[src/hw/rtl/tbu_pkg.sv]
// ----------------------------------------------------------------------------
// tbu_pkg
// Shared codes and types for the barycentric texture-coordinate block.
// ----------------------------------------------------------------------------
package tbu_pkg;

    // register indexes (paddr[5:3])
    localparam logic [2:0] REG_VERTEX_A = 3'd0;
    localparam logic [2:0] REG_VERTEX_B = 3'd1;
    localparam logic [2:0] REG_VERTEX_C = 3'd2;
    localparam logic [2:0] REG_TEX_A    = 3'd3;
    localparam logic [2:0] REG_TEX_B    = 3'd4;
    localparam logic [2:0] REG_TEX_C    = 3'd5;

    localparam int ADDR_W = 6;

    // projection plane codes
    localparam logic [1:0] PLANE_XY = 2'd0;
    localparam logic [1:0] PLANE_XZ = 2'd1;
    localparam logic [1:0] PLANE_YZ = 2'd2;

    localparam int FIFO_DEPTH = 8;
    localparam int FIFO_AW    = 3;
    localparam int FIFO_CNTW  = 4;

    typedef struct packed {
        logic empty;
        logic full;
        logic [FIFO_CNTW-1:0] count;
    } fifo_status_t;

endpackage

[src/hw/rtl/tbu_fifo.sv]
// ----------------------------------------------------------------------------
// tbu_fifo
// Short queue between the setup front end and the blend/divide back end.
// ----------------------------------------------------------------------------
module tbu_fifo
    import tbu_pkg::*;
#(
    parameter int WIDTH = 8
)
(
    input  logic             clk,
    input  logic             rst_n,
    input  logic             push,
    input  logic [WIDTH-1:0] wr_data,
    input  logic             pop,
    output logic [WIDTH-1:0] rd_data,
    output fifo_status_t     status
);

    logic [WIDTH-1:0]     mem_reg [FIFO_DEPTH];
    logic [FIFO_AW-1:0]   wr_ptr_reg;
    logic [FIFO_AW-1:0]   rd_ptr_reg;
    logic [FIFO_CNTW-1:0] count_reg;

    always_ff @(posedge clk)
    begin
        if (push)
        begin
            mem_reg[wr_ptr_reg] <= wr_data;
        end
    end

    always_ff @(posedge clk or negedge rst_n)
    begin
        if (!rst_n)
        begin
            wr_ptr_reg <= '0;
            rd_ptr_reg <= '0;
            count_reg  <= '0;
        end
        else
        begin
            if (push)
            begin
                wr_ptr_reg <= wr_ptr_reg + 1'b1;
            end
            if (pop)
            begin
                rd_ptr_reg <= rd_ptr_reg + 1'b1;
            end
            if (push && !pop)
            begin
                count_reg <= count_reg + 1'b1;
            end
            else if (pop && !push)
            begin
                count_reg <= count_reg - 1'b1;
            end
        end
    end

    assign rd_data      = mem_reg[rd_ptr_reg];
    assign status.empty = (count_reg == '0);
    assign status.full  = (count_reg == FIFO_CNTW'(FIFO_DEPTH));
    assign status.count = count_reg;

endmodule

[config.mk]
export PLATFORM = sky130hd
export DESIGN_NAME = tbu_fifo
export DESIGN_NICKNAME = d
export VERILOG_FILES = /design/src/hw/rtl/tbu_pkg.sv /design/src/hw/rtl/tbu_fifo.sv
export SDC_FILE = /design/constraint.sdc
export NUM_CORES = 1
export LEC_CHECK = 0
export BUFFER_PORTS_ARGS = -buffer_cell sky130_fd_sc_hd__buf_2
export CORE_ASPECT_RATIO = 0.5
export CORE_MARGIN = 3
export CORE_UTILIZATION = 63
export CTS_BUF_LIST = sky130_fd_sc_hd__clkbuf_16
export CTS_CLUSTER_DIAMETER = 60
export DETAILED_ROUTE_END_ITERATION = 7
export HOLD_SLACK_MARGIN = 0.02
export PLACE_DENSITY = 0.83
export RECOVER_POWER = 100
export SLEW_MARGIN = 25
export SYNTH_ARGS = -nofsm -noshare
export SYNTH_HDL_FRONTEND = slang
export SYNTH_SLANG_ARGS = --single-unit
[constraint.sdc]
create_clock -name clk -period 2.6 [get_ports clk]
set_input_delay 0.13 -clock clk [delete_from_list [all_inputs] [get_ports clk]]
set_output_delay 0.13 -clock clk [all_outputs]
set_load 0.1 [all_outputs]
# Yosys cells after proc, flatten, opt, wreduce, memory -nomap -nowiden
# Memories as Yosys holds them, arrays and structs flattened.
# Cells that the tools add are included.
# totals
reg_bits	10
ram_bits	64
in_bits	12
output_inout_bits	14
wordCells	19
memories	1
# memory_table
memory	words	width	read_ports	rd_ports_with_merged_regs	wr	line	source
mem_reg	8	8	1	0	1	tbu_fifo.sv:20	logic [WIDTH-1:0] mem_reg [FIFO_DEPTH];
# op_classes
add_sub_neg	4
eq_ne	1
n_mux	4
reduce_logical	6
# ops
cell	n
4-bit 2-to-1 mux	2
3-bit by 1-bit adder with 3-bit output (second input constant)	2
4-bit by 1-bit adder with 4-bit output (second input constant)	1
4-bit equality test (second input constant)	1
4-bit zero test	1
4-bit by 1-bit subtractor with 4-bit output (second input constant)	1
1-bit logical AND	2
1-bit zero test	2
1-bit 2-to-1 mux	2
2-bit nonzero test	1

# Logic depth before layout (Yosys ltp)
# Gate-level depths: netlist (run 1).
# logic_depth
depth_word	4
depth_mapped	7
ltp_nobuf	7

# Worst setup path before layout (run 1)
# No wires, ideal clock.
# synth_path
path_type	register to output
start	reg count_reg[3]
end	out status[4] (netlist name)
arrival_time_ns	4.126
t_required_ns	2.470
setup_slack_ns	-1.656
path_stages_with_launch	2
n_path_buf	0
cell_sequence	dfrtp_1 -> nor4b_1
# synth_lines
item	line	source
start: declaration	tbu_fifo.sv:23	logic [FIFO_CNTW-1:0] count_reg;
start signal: assignment	tbu_fifo.sv:53	count_reg <= count_reg + 1'b1;
start signal: assignment	tbu_fifo.sv:57	count_reg <= count_reg - 1'b1;
end: declaration	tbu_fifo.sv:17	output fifo_status_t status

# Worst setup path in the final report (run 1)
# layout_path
start	reg rd_ptr_reg[0]
end	out rd_data[3]
# layout_via
elab_chain_len	1
# layout_rtl
item	line	source
start: declaration	tbu_fifo.sv:22	logic [FIFO_AW-1:0] rd_ptr_reg;
start signal: assignment	tbu_fifo.sv:49	rd_ptr_reg <= rd_ptr_reg + 1'b1;
memory 8 x 8 bit	n/a	
end: declaration	tbu_fifo.sv:16	output logic [WIDTH-1:0] rd_data,
# Every way passes these cells.

==> flow_metrics.py, run 1 <==
metrics = {
    "die": {
        "fp.dieArea_um2": 5820,
        "die_w_um": 105,
        "rows": 17,
        "start_util": 0.677,
        "coreArea_um2": 4550,
        "die_height_um": 55.5,
        "top_level_ports": 26,
    },
    "route": {
        "dr.first_iter.drc_count": 73,
        "post_drt_wl_per_cell_um": 21.5,
        "vias_per_cell": 6.04,
        "wl_um": 5680,
        "drt_pre_antenna_iters": 4,
        "drt_drc_violations_left": 0,
        "antenna_violating_nets_post_route": 0,
        "route.vias.total": 1594,
    },
    "run": {
        "maxCapViolCount": 0,
    },
    "timing": {
        "setup_total_negative_slack_ns": 0,
        "worst_pin_slew_ns": 1.16,
        "slew_viol_final": 0,
        "setup_violation_total_in_the_final_timing_report": 0,
        "finClkSkew_ns": 0.00607,
        "finalHoldViolations": 0,
        "min_period_over_period": 0.930,
        "achievable-frequency_mhz": 414,
        "grt_setup_unrepaired": "no",
        "min_period_ns": 2.42,
        "worst_slew_margin_rel": 0.231,
    },
    "hold_path": {
        "min_delay_path_depth": 2,
        "hold_path_class": "in2reg",
    },
    "worst_setup_path": {
        "path_depth": 4,
        "critPathTopFamily": "multiplexers",
        "reg2reg_from": "wr_ptr_reg[1]",
        "worstPathArrival_ns": 2.29,
        "cp-endpoint": "rd_data[3]",
        "worstRegToRegCells": 3,
        "critical_path.startpoint": "rd_ptr_reg[0]",
        "timing.critical_path.from_type": "flip-flop",
        "cp-end-kind": "primary output",
        "crit_fanout": 16,
        "worst-setup-path-type": "reg2out",
        "reg2reg_setup_slack_ns": 0.84,
        "crit_path_cell_trace": "buf_4 -> mux4_1 -> mux2_2 -> clkbuf_2",
        "cp_slowest_cell": "mux4_1",
        "crit-reg2reg-capture": "mem_reg[1][5]",
        "critPathRequiredTime_ns": 2.47,
        "worst_path_largest_cell_delay_ns": 0.60,
        "critPathBufInv": 2,
    },
    "clock_network": {
        "h_tree_levels": 3,
        "clk_transition_reported_paths_ns": 0.05,
        "tritoncts_clock_tree": "yes",
        "cts_root_buffer": "clkbuf_16",
        "number_of_cts_inserted_buffers": 9,
        "cts_buffer_depth": 2,
        "cts.sink_count": 74,
        "insertion_delay_ns": 0.33,
    },
    "global_routing": {
        "grt-ovfl-total": 0,
        "grt_first_pass_wirelength_um": 9220,
        "grt_util_all_layers": 0.219,
        "grt_max_degree": 19,
        "via_count_of_the_first_global_routing_pass": 1603,
        "global_route.usage.met2": 0.349,
        "met1_usage": 0.296,
        "top_usage_layer": "met2",
        "global_route.usage.met3": 0.0665,
        "antenna_found_initial": 0,
    },
    "yosys": {
        "syn-instance-count": 153,
        "synthDistinctLibCells": 29,
        "cell_area_after_synthesis_um2": 3080,
        "synth_common_cells": "edfxtp_1 (64), mux4_1 (16), mux2_2 (11)",
        "async_flop_share": 0.135,
        "synth.yosys.warnings": 0,
        "synth_top_cell_area_share": 0.623,
        "main_combinational_cell_family_by_area_after_synthesis": "multiplexers",
        "synth_top_cell_by_area": "edfxtp_1",
        "post_synth_mux_area_share": 0.180,
        "synth_simple_gate_area_frac": 0.0406,
        "postSynthNetCount": 171,
        "postSynthRegisterBits": 74,
        "syn_avg_cell_area_um2": 20.2,
        "synth_compound_gate_area_share": 0.0134,
        "synth_enable_flop_cells": 64,
        "synthAdderAreaFrac": 0.0268,
        "synth_sequential_area_ratio": 0.705,
        "yosys.area_share.xor_xnor": 0.0170,
        "most_repeated_cell_in_the_gate_level_netlist_after_synthesis": "edfxtp_1",
        "dominantRegCellSynth": "edfxtp_1",
        "cells_taking_the_most_area_after_synthesis": "edfxtp_1 (62%), mux4_1 (14%), dfrtp_1 (8.1%)",
    },
    "cells_and_area": {
        "design.final.nets": 211,
        "max_ffs_per_register": 64,
        "antennaDiodeCount": 0,
        "area_delta_synth_final_pct": 17.5,
        "share_of_cells_above_drive_strength_1": 0.202,
    },
    "status": {
        "run_status": "completed",
    },
    "placed_design": {
        "finalWeightedCongestion": 0.793,
        "io_buffer_count": 25,
        "dp_hpwl_um": 3260,
    },
}
per-stage QoR:
stage          area [µm²]  hold WS, ns  utilization  worst slack (ns)  cells
2_1_floorplan        3110       -0.166            -             0.286    153
3_3_place_gp         3340       0.0131        0.734             0.679    247
3_5_place_dp         3340       0.0115        0.734             0.611    247
4_1_cts              3670       0.0449        0.806             0.206    264
5_1_grt              3620       0.0661        0.795             0.106    264
6_report             3620       0.0626        0.795             0.183    264
area by class of cell:
class	instances	area [µm²]
Multi-Input combinational cell	71	886
Timing Repair Buffer	35	154
Sequential cell	74	2170
Inverter	2	7.51
Fill cell	252	931
Tap cell	66	82.6
Clock inverter	7	93.8
Clock buffer	9	225
logic make-up after synthesis:
kind of cell,after synthesis
flops,74
mux,28
simple gates,25
buf+inv,8
compound gates,6
xor+xnor,6
fa+ha+maj,6
metal layers:
layer	up-vias	wire, µm
met5	-	0
met4	0	51
met3	9	237
met2	46	2790
met1	825	2600
li1	714	-
timing repair:
item | CTS | global route
hold endpoints to repair | 10 | 0
gates resized for setup | 0 | 0
buffers inserted | 0 | 0
hold buffers | 1 | 0
placed cells by master (no fill, tap or decap):
master | Yosys | routed
edfxtp_1 | 64 | 64
clkbuf_1 | 2 | 23
mux4_1 | 16 | 16
mux2_2 | 11 | 11
dfrtp_1 | 10 | 10
clkbuf_16 | 0 | 9
nand2_1 | 6 | 6
nor2_1 | 6 | 6
clkbuf_2 | 0 | 6
ha_1 | 5 | 5
xnor2_1 | 4 | 4
buf_2 | 1 | 4
nand2b_1 | 3 | 3
nor3_1 | 3 | 3
inv_1 | 2 | 2
xor2_1 | 2 | 2
a21oi_1 | 2 | 2
o211ai_1 | 2 | 2
nand3_1 | 2 | 2
clkinvlp_4 | 0 | 2
bufinv_16 | 0 | 2
clkinv_2 | 0 | 2
nor4_4 | 0 | 1
nor4b_4 | 0 | 1
o21ai_0 | 1 | 1
nand3b_1 | 1 | 1
or3_1 | 1 | 1
mux2i_1 | 1 | 1
or4_1 | 1 | 1
a2111o_1 | 1 | 1
fa_1 | 1 | 1
clkinv_4 | 0 | 1
dlygate4sd3_1 | 0 | 1
buf_4 | 0 | 1
worst min-delay path by stage:
stage / to / from
detailed placement: rd_ptr_reg[2] / rst_n
global route: rd_ptr_reg[0] / pop
floorplan: count_reg[0] / rst_n
finish: rd_ptr_reg[0] / pop
CTS: rd_ptr_reg[0] / pop
global placement: rd_ptr_reg[2] / rst_n
Power of run 1 is not shown: default switching activity piles up to over one toggle a cycle in this logic, so the estimate is an artifact.
==> run 2, diff against run 1 <==
CORE_MARGIN = 2   (was 3)
TNS_END_PERCENT = 30   (was default)
==> flow_metrics.py, run 2 (synthesis results as in run 1) <==
metrics = {
    "clock_network": {
        "tritoncts_clock_tree": "yes",
        "clk_transition_reported_paths_ns": 0.05,
        "cts_root_buffer": "clkbuf_16",
        "insertion_delay_ns": 0.32,
        "cts_buffer_depth": 2,
        "number_of_cts_inserted_buffers": 9,
        "cts.sink_count": 74,
        "h_tree_levels": 3,
    },
    "hold_path": {
        "hold_path_class": "in2reg",
        "hold_wc_startpoint": "pop",
    },
    "timing": {
        "setup_violation_total_in_the_final_timing_report": 0,
        "slew_viol_final": 0,
        "min_period_ns": 2.44,
        "worst_slew_margin_rel": 0.232,
        "finalHoldViolations": 0,
        "min_period_over_period": 0.938,
        "finClkSkew_ns": 0.00316,
        "achievable-frequency_mhz": 410,
        "setup_total_negative_slack_ns": 0,
        "worst_pin_slew_ns": 1.16,
        "grt_setup_unrepaired": "no",
    },
    "placed_design": {
        "detailed_place.area_um2": 3340,
        "io_buffer_count": 25,
        "finalWeightedCongestion": 0.723,
        "placed_cells_incl_taps": 248,
        "dp_hpwl_um": 3330,
    },
    "worst_setup_path": {
        "critPathRequiredTime_ns": 2.47,
        "reg2reg_from": "count_reg[2]",
        "critPathBufInv": 2,
        "cp-end-kind": "primary output",
        "worstPathArrival_ns": 2.31,
        "timing.critical_path.from_type": "flip-flop",
        "critPathTopFamily": "multiplexers",
        "worst_path_largest_cell_delay_ns": 0.64,
        "critical_path.startpoint": "rd_ptr_reg[0]",
        "crit_path_cell_trace": "buf_4 -> mux4_1 -> mux2_2 -> clkbuf_2",
        "cp_slowest_cell": "mux4_1",
        "worst-setup-path-type": "reg2out",
        "crit_fanout": 16,
    },
    "die": {
        "start_util": 0.677,
        "rows": 17,
        "coreArea_um2": 4550,
        "die_height_um": 53.5,
        "die_w_um": 103,
        "fp.dieArea_um2": 5500,
        "top_level_ports": 26,
    },
    "global_routing": {
        "global_route.usage.met3": 0.0753,
        "via_count_of_the_first_global_routing_pass": 1588,
        "antenna_found_initial": 0,
        "global_route.usage.met2": 0.420,
        "grt_util_all_layers": 0.244,
        "met1_usage": 0.298,
        "grt-ovfl-total": 0,
        "top_usage_layer": "met2",
        "grt_first_pass_wirelength_um": 8710,
        "grt_max_degree": 19,
    },
    "cells_and_area": {
        "max_ffs_per_register": 64,
        "final_cell_mix": "edfxtp_1 (64), clkbuf_1 (24), mux4_1 (16)",
        "layout.cell_area.non_filler_um2": 3610,
        "area_delta_synth_final_pct": 17.0,
        "share_of_cells_above_drive_strength_1": 0.191,
        "design.final.nets": 212,
        "antennaDiodeCount": 0,
        "final_cell_count_no_fill": 265,
        "final_common_cell": "edfxtp_1",
    },
    "route": {
        "antenna_violating_nets_post_route": 0,
        "dr.first_iter.drc_count": 149,
        "route.vias.total": 1604,
        "drt_drc_violations_left": 0,
        "drt_pre_antenna_iters": 4,
        "vias_per_cell": 6.05,
        "post_drt_wl_per_cell_um": 21.8,
        "wl_um": 5780,
    },
    "run": {
        "maxCapViolCount": 0,
    },
    "status": {
        "run_status": "completed",
    },
}
==> run 2: changes by cell type in the layout (fill, tap and decap cells not counted), sizes merged <==
cell | before | now
clkbuf | 38 | 40
clkinvlp | 2 | 1
inv | 2 | 3
buf | 5 | 4
==> run 2: path summary, 6_finish.rpt <==
| kind | end | slack [ns] | depth (start not counted) |
|---|---|---|---|
| setup / recovery | rd_data[6] | 0.16 | 4 |
| hold / removal | rd_ptr_reg[0] | 0.06 | 2 |
| setup reg to reg | count_reg[3] | 0.84 | 4 |
| hold reg to reg | rd_ptr_reg[0] | 0.52 | 1 |
| max in group asynchronous | wr_ptr_reg[2] | 1.88 | 2 |
| min in group asynchronous | count_reg[3] | 0.33 | 2 |
==> run 2: final cells by class <==
cell class / instances / area, µm²
fill: 250 / 945
clock inverter: 7 / 85.1
multi-input combinational: 71 / 877
clock buffer: 9 / 225
timing repair buffer: 36 / 158
sequential: 74 / 2170
inverter: 2 / 7.51
tap: 66 / 82.6
==> run 2: repair_timing <==
item                                   in CTS  in global routing
hold buffers                                1                  0
setup buffers                               0                  0
endpoints found under the hold margin      10                  0
resized for setup                           0                  0
==> run 2: worst register-to-register path: cells and delay by family (launching register included) <==
kind | cells | cell delay [ns]
compound gates | 2 | 0.22
fa+ha+maj | 1 | 0.40
flops | 1 | 0.46
simple gates | 1 | 0.56
==> run 2: stage by stage <==
step | worst slack, ns | util | hold slack (ns)
2_1_floorplan | -0.252 | - | -0.166
3_3_place_gp | 0.676 | 0.734 | 0.00308
3_5_place_dp | 0.629 | 0.734 | 0.0119
4_1_cts | 0.231 | 0.804 | 0.0506
5_1_grt | 0.101 | 0.792 | 0.0680
6_report | 0.161 | 0.792 | 0.0610
==> run 2: routing by layer <==
metal	vias up	part of all wire
met5	-	0
met4	0	0.015
met3	13	0.057
met2	69	0.50
met1	812	0.42
li1	710	-
Power of run 2 is left out for the same reason.
